===== src/rtl/core/sha1mh_pkg.sv =====
package sha1mh_pkg;

    localparam int unsigned NUM_WORDS = 5;
    localparam int unsigned NUM_ROUNDS = 80;

    localparam logic [NUM_WORDS-1:0][31:0] H_INIT = {
        32'hC3D2E1F0, 32'h10325476, 32'h98BADCFE, 32'hEFCDAB89, 32'h67452301
    };

    localparam logic [31:0] K_CH   = 32'h5A827999;
    localparam logic [31:0] K_PAR1 = 32'h6ED9EBA1;
    localparam logic [31:0] K_MAJ  = 32'h8F1BBCDC;
    localparam logic [31:0] K_PAR2 = 32'hCA62C1D6;

    localparam logic [7:0] PAD_BYTE = 8'h80;

    // byte source for the block shift line
    localparam logic [1:0] SEL_MSG  = 2'd0;
    localparam logic [1:0] SEL_PAD  = 2'd1;
    localparam logic [1:0] SEL_ZERO = 2'd2;
    localparam logic [1:0] SEL_LEN  = 2'd3;

    // round function group
    localparam logic [1:0] GRP_CH   = 2'd0;
    localparam logic [1:0] GRP_PAR1 = 2'd1;
    localparam logic [1:0] GRP_MAJ  = 2'd2;
    localparam logic [1:0] GRP_PAR2 = 2'd3;

    localparam logic [2:0] LAST_IDX = 3'd4;

    typedef struct packed {
        logic       shift;
        logic [1:0] sel;
        logic       count;
        logic       load;
        logic       round;
        logic [1:0] grp;
        logic       add;
        logic       clear;
        logic [2:0] oidx;
    } cmd_t;

    typedef struct packed {
        logic [5:0] pos;
    } stat_t;

endpackage


===== src/rtl/core/sha1_message_hasher_core.sv =====
// one message byte per cycle while idle; a full 64-byte block then goes through load,
// 80 rounds on one round unit and the chain add, with the input stalled
// end of message: one cycle per padding byte until the block is full, one or two
// compressions, then five digest words at one per cycle when not stalled
// reset: chain words to their initial values, bit count and controller cleared
module sha1_message_hasher_core
(
    input  logic        clk,
    input  logic        rst_n,
    input  logic        msg_valid,
    output logic        msg_stall,
    input  logic [7:0]  data_byte,
    input  logic        byte_present,
    input  logic        end_of_message,
    output logic        digest_valid,
    input  logic        digest_stall,
    output logic [31:0] digest_word,
    output logic [2:0]  word_index,
    output logic        last_word
);

    sha1mh_pkg::cmd_t  cmd;
    sha1mh_pkg::stat_t stat;

    sha1mh_ctrl u_ctrl
    (
        .clk            (clk),
        .rst_n          (rst_n),
        .msg_valid      (msg_valid),
        .msg_stall      (msg_stall),
        .byte_present   (byte_present),
        .end_of_message (end_of_message),
        .digest_valid   (digest_valid),
        .digest_stall   (digest_stall),
        .stat           (stat),
        .cmd            (cmd)
    );

    sha1mh_datapath u_datapath
    (
        .clk         (clk),
        .rst_n       (rst_n),
        .cmd         (cmd),
        .stat        (stat),
        .data_byte   (data_byte),
        .digest_word (digest_word)
    );

    assign word_index = cmd.oidx;
    assign last_word  = (cmd.oidx == sha1mh_pkg::LAST_IDX);

endmodule


===== src/rtl/core/sha1mh_datapath.sv =====
module sha1mh_datapath
(
    input  logic                clk,
    input  logic                rst_n,
    input  sha1mh_pkg::cmd_t    cmd,
    output sha1mh_pkg::stat_t   stat,
    input  logic [7:0]          data_byte,
    output logic [31:0]         digest_word
);

    logic [511:0]                               blk_reg;
    logic [sha1mh_pkg::NUM_WORDS-1:0][31:0]     h_reg;
    logic [sha1mh_pkg::NUM_WORDS-1:0][31:0]     work_reg;
    logic [63:0]                                cnt_reg;
    logic [5:0]                                 pos_reg;

    logic [7:0][7:0] cnt_bytes;
    logic [7:0]      len_byte;
    logic [7:0]      in_byte;
    logic [31:0]     w0;
    logic [31:0]     w2;
    logic [31:0]     w8;
    logic [31:0]     w13;
    logic [31:0]     w_mix;
    logic [31:0]     w_new;
    logic [31:0]     f_val;
    logic [31:0]     k_val;
    logic [31:0]     tmp;
    logic [31:0]     wb;
    logic [31:0]     wc;
    logic [31:0]     wd;

    assign cnt_bytes = cnt_reg;
    assign len_byte  = cnt_bytes[~pos_reg[2:0]];
    assign stat.pos  = pos_reg;

    always_comb
    begin
        case (cmd.sel)
            sha1mh_pkg::SEL_MSG:  in_byte = data_byte;
            sha1mh_pkg::SEL_PAD:  in_byte = sha1mh_pkg::PAD_BYTE;
            sha1mh_pkg::SEL_LEN:  in_byte = len_byte;
            default:              in_byte = 8'h00;
        endcase
    end

    // rolling schedule window, current word on top
    assign w0    = blk_reg[511:480];
    assign w2    = blk_reg[447:416];
    assign w8    = blk_reg[255:224];
    assign w13   = blk_reg[95:64];
    assign w_mix = w13 ^ w8 ^ w2 ^ w0;
    assign w_new = {w_mix[30:0], w_mix[31]};

    assign wb = work_reg[1];
    assign wc = work_reg[2];
    assign wd = work_reg[3];

    always_comb
    begin
        case (cmd.grp)
            sha1mh_pkg::GRP_CH:
            begin
                f_val = (wb & wc) | (~wb & wd);
                k_val = sha1mh_pkg::K_CH;
            end
            sha1mh_pkg::GRP_PAR1:
            begin
                f_val = wb ^ wc ^ wd;
                k_val = sha1mh_pkg::K_PAR1;
            end
            sha1mh_pkg::GRP_MAJ:
            begin
                f_val = (wb & wc) | (wb & wd) | (wc & wd);
                k_val = sha1mh_pkg::K_MAJ;
            end
            default:
            begin
                f_val = wb ^ wc ^ wd;
                k_val = sha1mh_pkg::K_PAR2;
            end
        endcase
    end

    assign tmp = {work_reg[0][26:0], work_reg[0][31:27]} + f_val + work_reg[4] + k_val + w0;

    always_ff @(posedge clk)
    begin
        if (cmd.shift)
        begin
            blk_reg <= {blk_reg[503:0], in_byte};
        end
        else if (cmd.round)
        begin
            blk_reg <= {blk_reg[479:0], w_new};
        end
    end

    always_ff @(posedge clk)
    begin
        if (cmd.load)
        begin
            work_reg <= h_reg;
        end
        else if (cmd.round)
        begin
            work_reg[4] <= wd;
            work_reg[3] <= wc;
            work_reg[2] <= {wb[1:0], wb[31:2]};
            work_reg[1] <= work_reg[0];
            work_reg[0] <= tmp;
        end
    end

    always_ff @(posedge clk or negedge rst_n)
    begin
        if (!rst_n)
        begin
            h_reg   <= sha1mh_pkg::H_INIT;
            cnt_reg <= 64'd0;
            pos_reg <= 6'd0;
        end
        else
        begin
            if (cmd.clear)
            begin
                h_reg   <= sha1mh_pkg::H_INIT;
                cnt_reg <= 64'd0;
                pos_reg <= 6'd0;
            end
            else
            begin
                if (cmd.add)
                begin
                    for (int i = 0; i < sha1mh_pkg::NUM_WORDS; i++)
                    begin
                        h_reg[i] <= h_reg[i] + work_reg[i];
                    end
                end
                if (cmd.shift)
                begin
                    pos_reg <= pos_reg + 6'd1;
                end
                if (cmd.count)
                begin
                    cnt_reg <= cnt_reg + 64'd8;
                end
            end
        end
    end

    always_comb
    begin
        case (cmd.oidx)
            3'd0:    digest_word = h_reg[0];
            3'd1:    digest_word = h_reg[1];
            3'd2:    digest_word = h_reg[2];
            3'd3:    digest_word = h_reg[3];
            default: digest_word = h_reg[4];
        endcase
    end

endmodule


===== src/rtl/core/sha1mh_ctrl.sv =====
module sha1mh_ctrl
(
    input  logic                clk,
    input  logic                rst_n,
    input  logic                msg_valid,
    output logic                msg_stall,
    input  logic                byte_present,
    input  logic                end_of_message,
    output logic                digest_valid,
    input  logic                digest_stall,
    input  sha1mh_pkg::stat_t   stat,
    output sha1mh_pkg::cmd_t    cmd
);

    localparam logic [2:0] ST_IDLE  = 3'd0;
    localparam logic [2:0] ST_LOAD  = 3'd1;
    localparam logic [2:0] ST_ROUND = 3'd2;
    localparam logic [2:0] ST_ADD   = 3'd3;
    localparam logic [2:0] ST_PAD   = 3'd4;
    localparam logic [2:0] ST_OUT   = 3'd5;

    localparam logic [6:0] LAST_ROUND = 7'(sha1mh_pkg::NUM_ROUNDS - 1);

    logic [2:0] state_reg;
    logic [2:0] state_next;
    logic [6:0] rnd_reg;
    logic [6:0] rnd_next;
    logic       pad_reg;
    logic       pad_next;
    logic       first_reg;
    logic       first_next;
    logic       extra_reg;
    logic       extra_next;
    logic       last_reg;
    logic       last_next;
    logic [2:0] oidx_reg;
    logic [2:0] oidx_next;

    logic       pos_full;
    logic       pos_tail;

    assign pos_full     = (stat.pos == 6'd63);
    assign pos_tail     = (stat.pos >= 6'd56);
    assign msg_stall    = (state_reg != ST_IDLE);
    assign digest_valid = (state_reg == ST_OUT);

    always_comb
    begin
        state_next = state_reg;
        rnd_next   = rnd_reg;
        pad_next   = pad_reg;
        first_next = first_reg;
        extra_next = extra_reg;
        last_next  = last_reg;
        oidx_next  = oidx_reg;
        cmd        = '0;
        cmd.oidx   = oidx_reg;

        if (rnd_reg < 7'd20)
        begin
            cmd.grp = sha1mh_pkg::GRP_CH;
        end
        else if (rnd_reg < 7'd40)
        begin
            cmd.grp = sha1mh_pkg::GRP_PAR1;
        end
        else if (rnd_reg < 7'd60)
        begin
            cmd.grp = sha1mh_pkg::GRP_MAJ;
        end
        else
        begin
            cmd.grp = sha1mh_pkg::GRP_PAR2;
        end

        case (state_reg)
            ST_IDLE:
            begin
                if (msg_valid)
                begin
                    cmd.sel    = sha1mh_pkg::SEL_MSG;
                    cmd.shift  = byte_present;
                    cmd.count  = byte_present;
                    pad_next   = end_of_message;
                    first_next = end_of_message;
                    last_next  = 1'b0;
                    if (byte_present && pos_full)
                    begin
                        state_next = ST_LOAD;
                    end
                    else if (end_of_message)
                    begin
                        state_next = ST_PAD;
                    end
                end
            end
            ST_PAD:
            begin
                cmd.shift  = 1'b1;
                first_next = 1'b0;
                if (first_reg)
                begin
                    cmd.sel = sha1mh_pkg::SEL_PAD;
                    if (pos_tail)
                    begin
                        extra_next = 1'b1;
                    end
                end
                else if (pos_tail && !extra_reg)
                begin
                    cmd.sel = sha1mh_pkg::SEL_LEN;
                end
                else
                begin
                    cmd.sel = sha1mh_pkg::SEL_ZERO;
                end
                if (pos_full)
                begin
                    state_next = ST_LOAD;
                    last_next  = !(extra_reg || first_reg);
                end
            end
            ST_LOAD:
            begin
                cmd.load   = 1'b1;
                rnd_next   = 7'd0;
                state_next = ST_ROUND;
            end
            ST_ROUND:
            begin
                cmd.round = 1'b1;
                if (rnd_reg == LAST_ROUND)
                begin
                    rnd_next   = 7'd0;
                    state_next = ST_ADD;
                end
                else
                begin
                    rnd_next = rnd_reg + 7'd1;
                end
            end
            ST_ADD:
            begin
                cmd.add    = 1'b1;
                extra_next = 1'b0;
                oidx_next  = 3'd0;
                if (last_reg)
                begin
                    state_next = ST_OUT;
                end
                else if (pad_reg)
                begin
                    state_next = ST_PAD;
                end
                else
                begin
                    state_next = ST_IDLE;
                end
            end
            ST_OUT:
            begin
                if (!digest_stall)
                begin
                    if (oidx_reg == sha1mh_pkg::LAST_IDX)
                    begin
                        cmd.clear  = 1'b1;
                        pad_next   = 1'b0;
                        last_next  = 1'b0;
                        oidx_next  = 3'd0;
                        state_next = ST_IDLE;
                    end
                    else
                    begin
                        oidx_next = oidx_reg + 3'd1;
                    end
                end
            end
            default:
            begin
                state_next = ST_IDLE;
            end
        endcase
    end

    always_ff @(posedge clk or negedge rst_n)
    begin
        if (!rst_n)
        begin
            state_reg <= ST_IDLE;
            rnd_reg   <= 7'd0;
            pad_reg   <= 1'b0;
            first_reg <= 1'b0;
            extra_reg <= 1'b0;
            last_reg  <= 1'b0;
            oidx_reg  <= 3'd0;
        end
        else
        begin
            state_reg <= state_next;
            rnd_reg   <= rnd_next;
            pad_reg   <= pad_next;
            first_reg <= first_next;
            extra_reg <= extra_next;
            last_reg  <= last_next;
            oidx_reg  <= oidx_next;
        end
    end

    a_round_bound: assert property (@(posedge clk) disable iff (!rst_n)
        rnd_reg <= LAST_ROUND)
        else $error("round counter out of range");

    a_round_idle: assert property (@(posedge clk) disable iff (!rst_n)
        (rnd_reg != 7'd0) |-> (state_reg == ST_ROUND))
        else $error("round counter running outside compression");

    a_extra_pad: assert property (@(posedge clk) disable iff (!rst_n)
        extra_reg |-> pad_reg)
        else $error("extra block flag without padding");

    a_no_overlap: assert property (@(posedge clk) disable iff (!rst_n)
        !(digest_valid && !msg_stall))
        else $error("input taken while digest pending");

    a_out_done: assert property (@(posedge clk) disable iff (!rst_n)
        (digest_valid && !digest_stall && oidx_reg == sha1mh_pkg::LAST_IDX)
        |=> (!digest_valid && !msg_stall))
        else $error("digest did not close after last word");

endmodule


===== config.mk =====
export PLATFORM = sky130hd
export DESIGN_NAME = sha1_message_hasher_core
export DESIGN_NICKNAME = d
export VERILOG_FILES = /design/src/rtl/core/sha1mh_pkg.sv /design/src/rtl/core/sha1_message_hasher_core.sv /design/src/rtl/core/sha1mh_datapath.sv /design/src/rtl/core/sha1mh_ctrl.sv
export SDC_FILE = /design/constraint.sdc
export NUM_CORES = 2
export LEC_CHECK = 0
export BUFFER_PORTS_ARGS = -buffer_cell sky130_fd_sc_hd__buf_2
export CORE_UTILIZATION = 45
export CTS_BUF_LIST = sky130_fd_sc_hd__clkbuf_4 sky130_fd_sc_hd__clkbuf_8
export CTS_CLUSTER_DIAMETER = 50
export CTS_CLUSTER_SIZE = 12
export DETAILED_ROUTE_END_ITERATION = 12
export PLACE_DENSITY = 0.72
export SYNTH_ARGS = -nofsm -noshare
export SYNTH_HDL_FRONTEND = slang
export SYNTH_HIERARCHICAL = 1
export SYNTH_SLANG_ARGS = --single-unit

===== constraint.sdc =====
create_clock -name clk -period 8.5 [get_ports clk]
set_input_delay 0.85 -clock clk [delete_from_list [all_inputs] [get_ports clk]]
set_output_delay 0.85 -clock clk [all_outputs]
set_load 0.03 [all_outputs]

Word-level counts from Yosys, hierarchy flattened
Cells that the tools add are included.
{"block": "word_totals", "mem_count": 0, "in_bits": 14, "wordCells": 158, "mem_bits_rw": 0, "rom_bits": 0, "latchBits": 0, "register_bits": 919}
{"block": "classes", "n_eq_ne": 23, "shifts": 0, "reduce_logical": 27, "bitwise": 14, "div_mod_pow": 0, "add_sub_neg": 13, "muxes": 56, "n_lt_le_gt_ge": 5, "mul": 0}
{"operator": "two-way mux 512 bit", "n": 2}
{"operator": "two-way mux 160 bit", "n": 4}
{"operator": "adder 32 bit", "n": 9}
{"operator": "bitwise XOR 32 bit", "n": 5}
{"operator": "AND 32 bit", "n": 4}
{"operator": "two-way mux 64 bit", "n": 2}
{"operator": "one-hot mux 32 bit (4 select lines)", "n": 1}
{"operator": "bitwise OR 32 bit", "n": 3}
{"operator": "one-hot mux 32 bit (3 select lines)", "n": 1}
{"operator": "adder 64 x 4 -> 64 bit (second input constant)", "n": 1}
{"operator": "one-hot mux 32 bit (2 select lines)", "n": 1}
{"operator": "two-way mux 3 bit", "n": 11}
{"operator": "inverter 32 bit", "n": 1}
{"operator": "binary-select mux 8 bit (select 3 bit)", "n": 1}
{"operator": "one-hot mux 8 bit (3 select lines)", "n": 1}
{"operator": "nonzero test 2 bit", "n": 10}
{"operator": "one-hot mux 3 bit (6 select lines)", "n": 1}
{"operator": "two-way mux 1 bit", "n": 16}
{"operator": "less-than comparator 7 x 6 -> 1 bit (second input constant)", "n": 2}
{"operator": "one-hot mux 7 bit (2 select lines)", "n": 1}
{"operator": "equality test 3 x 2 -> 1 bit (second input constant)", "n": 4}
{"operator": "two-way mux 6 bit", "n": 2}
{"operator": "one-hot mux 3 bit (2 select lines)", "n": 2}
{"operator": "!= test 2 x 1 -> 1 bit (second input constant)", "n": 5}
{"operator": "other kinds (32)", "n": 48}

Depth between registers and ports, before layout
{"block": "logic_depth", "ltp_word": 12, "mapped_depth": 27, "mapped_depth_nobuf": 25}

Modules after synthesis
Netlist, hierarchy kept.
{"module": "sha1mh_datapath", "area_per_inst_um2": 52960.8, "cells_each": 4509, "instances": 1}
{"module": "sha1mh_ctrl", "area_per_inst_um2": 1109.8, "cells_each": 126, "instances": 1}
{"module": "sha1_message_hasher_core", "area_per_inst_um2": 12.5, "cells_each": 1, "instances": 1}

Worst setup path after synthesis
OpenSTA, ideal clock, no wires.
{"block": "synth_path", "kind": "input-to-reg", "start": "in msg_valid", "end": "reg u_datapath.blk_reg[0], enable pin", "required_time_ns": 7.833, "setup_ns": 0.667, "setup_slack_ns": -0.186, "path_buffers": 3, "arrival_time_ns": 8.020, "stages": 6, "path_cell_list": "a21oi_1 > nor2_1 > clkbuf_1 > clkbuf_1 > clkbuf_1 > or2_2"}
{"item": "start, declared", "line_no": "sha1_message_hasher_core.sv:10", "source": "input logic msg_valid,"}
{"item": "end signal, assigned", "line_no": "sha1mh_datapath.sv:91", "source": "blk_reg <= {blk_reg[503:0], in_byte};"}
{"item": "end signal, assigned", "line_no": "sha1mh_datapath.sv:95", "source": "blk_reg <= {blk_reg[479:0], w_new};"}
{"item": "end, declared", "line_no": "sha1mh_datapath.sv:11", "source": "logic [511:0] blk_reg;"}

==> flow_summary_export.csv <==
group,metric,value,unit
drt,routed_wl,133000,microns
clock_tree,post_cts_resize_count,0,
logic_synthesis,async_flop_share,26.6,%
logic_synthesis,synth_top_area_share,37.3,%
finish,fin_nets,4977,
logic_synthesis,syn_avg_cell_area,11.7,sq um
drt,ant_nets,0,
drt,post_drt_wl_per_cell,20.9,microns
clock_tree,cts_tree,"done",
floorplanning,initial_utilization,45.6,%
worst_setup_path,path_common_cell,"inv_1",
sta,hold_viol,0,
sta,setup_tns,0,ns
floorplanning,fp.dieW,349,microns
finish,drive_gt1_share,21.3,%
logic_synthesis,netlist_area,54100,sq um
sta,worstMarginPinSlew,1.22,ns
logic_synthesis,ys.flop_type,"edfxtp_1",
sta,post-route-period-util,83.2,%
worst_setup_path,critPathArrivalTime,7.57,ns
clock_tree,cts_sinks,916,
worst_setup_path,cp_max_fo,32,
hold_path,min_path_type,"in -> async",
clock_tree,worst_skew_pair.late_latency,0.82,ns
floorplanning,die_y,349,microns
sta,slew_violations,0,
logic_synthesis,ys_warn_count,6,
floorplanning,num_rows,126,
grt,grt_remaining_overflow,0,
finish,largest_register_ffs,512,
finish,area_growth,8.07,%
sta,finalSetupViolations,0,
grt,grt_pass1_wl,207000,microns
clock_tree,clk_pin_slew_worst_paths,0.08,ns
clock_tree,hold_buffers,0,
floorplanning,core_area,119000,sq um
drt,avgViaCountPerCell,5.73,
grt,grt_pass1_vias,35602,
drt,drt_first_iter_violations,3376,
sta,fmax,0.141,GHz
outcome,run_status,"finished clean",
sta,max_slew_margin,18.8,%
logic_synthesis,ys_seq_elements,916,
clock_tree,cts_buffers,111,
drt,drcViolationCount,0,
grt,grt_use_met1,29.9,%
placed_design,gp_congestion,0.945,
worst_setup_path,r2r-end,"u_datapath/work_reg[31]",
clock_tree,clockBufferDepth,3,
logic_synthesis,synth.distinct_cells,107,
placed_design,dp_hpwl,93600,microns
worst_setup_path,r2r_slack,1.43,ns
worst_setup_path,r2r_start,"u_ctrl/rnd_reg[5]",
sta,finalClockSkew,0.0681,ns
finish,fillerInstances,10468,
logic_synthesis,yosysTopAreaCell,"edfxtp_1",
grt,grt_start_max_net_pins,211,
clock_tree,cts_setup_buffers,0,
clock_tree,cts_root_buffer,"clkbuf_8",
logic_synthesis,netlist_instances,4636,
drt,drtPass1Iterations,6,
floorplanning,io_pins,52,
flow_run,cap_violations,0,
clock_tree,cts_max_level,3,
worst_setup_path,crit_end,"u_datapath/work_reg[31]",
grt,antenna_found_initial,2,
drt,vias,36261,
worst_setup_path,required,9.00,ns
sta,min_period,7.07,ns
floorplanning,dieArea,122000,sq um
worst_setup_path,slowest_stage,"inv_1",
logic_synthesis,ys_top_cells_by_area,"edfxtp_1 37%, mux2_2 11%, dfrtp_1 7.6%",
grt,grt_usage,21.7,%
worst_setup_path,crit_path_start_kind,"flip-flop",
worst_setup_path,cp_slowest_stage_delay,0.90,ns
worst_setup_path,critPathLaunch,"u_ctrl/rnd_reg[5]",
logic_synthesis,synth_enable_flop_cells,672,
logic_synthesis,ys_seq_area_share,48.8,%
placed_design,port_buffers,51,
grt,grt_util_met2,34.9,%
worst_setup_path,r2r_cells,25,
worst_setup_path,endpoint_kind,"flip-flop",
worst_setup_path,worst-setup-path-type,"reg -> reg",
logic_synthesis,synth.net_count,4975,
sta,rsz0062_at_grt,"no",
grt,grt.met3_usage,3.13,%
grt,busiest_layer,"met2",
## routing by layer
layer / wire length, microns / vias up / part of all wire (%)
li1: - / 16815 / -
met1: 58100 / 18008 / 44
met2: 62000 / 1193 / 47
met3: 7730 / 245 / 5.8
met4: 4700 / 0 / 3.5
met5: 0 / - / 0
## cell usage after synthesis (29+ instances only)
master and count:
fa_1 125, o21a_1 30, xor2_1 83, a21oi_1 208, nor3_1 34, nand2_1 400, and3_1 35, edfxtp_1 672
mux4_2 45, nand3_1 55, mux2i_1 64, a21o_1 78, inv_1 335, nor2_1 264, o21ai_0 345, a211oi_1 37
clkbuf_1 168, dfstp_2 80, mux2_2 529, dfrtp_1 164, xnor2_1 206, nand4_1 29, ha_1 200
## cells in the final DEF (no fill, tap or decap), types with 125 or more instances in the layout
| cell type | instances |
|---|---|
| dfrtp_1 | 161 |
| mux2_2 | 529 |
| nand2_1 | 400 |
| edfxtp_1 | 672 |
| fa_1 | 125 |
| nor2_1 | 263 |
| o21ai_0 | 345 |
| a21oi_1 | 208 |
| ha_1 | 200 |
| inv_1 | 334 |
| xnor2_1 | 206 |
## critical path: cells and delay by family, from the launching register on
family                   cells  cell delay, ns
AO/OA/AOI/OAI               10            2.34
adder cells (fa/ha/maj)      6            1.98
buffers and inverters        5            1.23
AND/OR/NAND/NOR              3            0.62
flip-flops                   1            0.45
XOR/XNOR                     1            0.14
## through the flow
step / setup WS [ns] / hold WS, ns / util [%] / instances / area [sq um]
after floorplan: 2.43 / 0.463 / - / 4636 / 54100
after detailed placement: 1.53 / 0.505 / 47.2 / 6125 / 55900
after CTS: 1.47 / 0.0532 / 49.3 / 6329 / 58400
final: 1.43 / 0.0385 / 49.3 / 6331 / 58400
after global placement: 1.80 / 0.491 / 47.2 / 6125 / 55900
after global routing: 1.02 / 0.0814 / 49.3 / 6331 / 58400
## worst min path at each step
stage | from | end | depth (start not counted)
final | rst_n | u_datapath/h_reg[72] | 1
after global routing | rst_n | u_datapath/h_reg[103] | 1
after CTS | rst_n | u_datapath/h_reg[38] | 1
after detailed placement | u_datapath/h_reg[134] | u_datapath/h_reg[134] | 2
after global placement | u_datapath/h_reg[134] | u_datapath/h_reg[134] | 2
after floorplan | u_ctrl/pad_reg | u_ctrl/pad_reg | 2
## cell type report
type	instances	area, sq um	share of cell area [%]
Multi-Input combinational cell	3187	25700	44.0
Inverter	336	1260	2.16
Sequential cell	916	26400	45.1
Clock inverter	51	607	1.04
Antenna cell	2	5.00	0.00856
Tap cell	1600	2000	3.43
Clock buffer	153	1890	3.23
Timing Repair Buffer	86	591	1.01
## cells by family after synthesis
group	synth area share, %
multiplexers	14.1
AO/OA/AOI/OAI	11.0
XOR/XNOR	4.68
flip-flops	48.8
buffers and inverters	3.73
AND/OR/NAND/NOR	8.41
adder cells (fa/ha/maj)	9.27
Power is left out: the tool's default activity adds up to more than one toggle a clock period on the data nets, which glitch-free logic cannot reach.
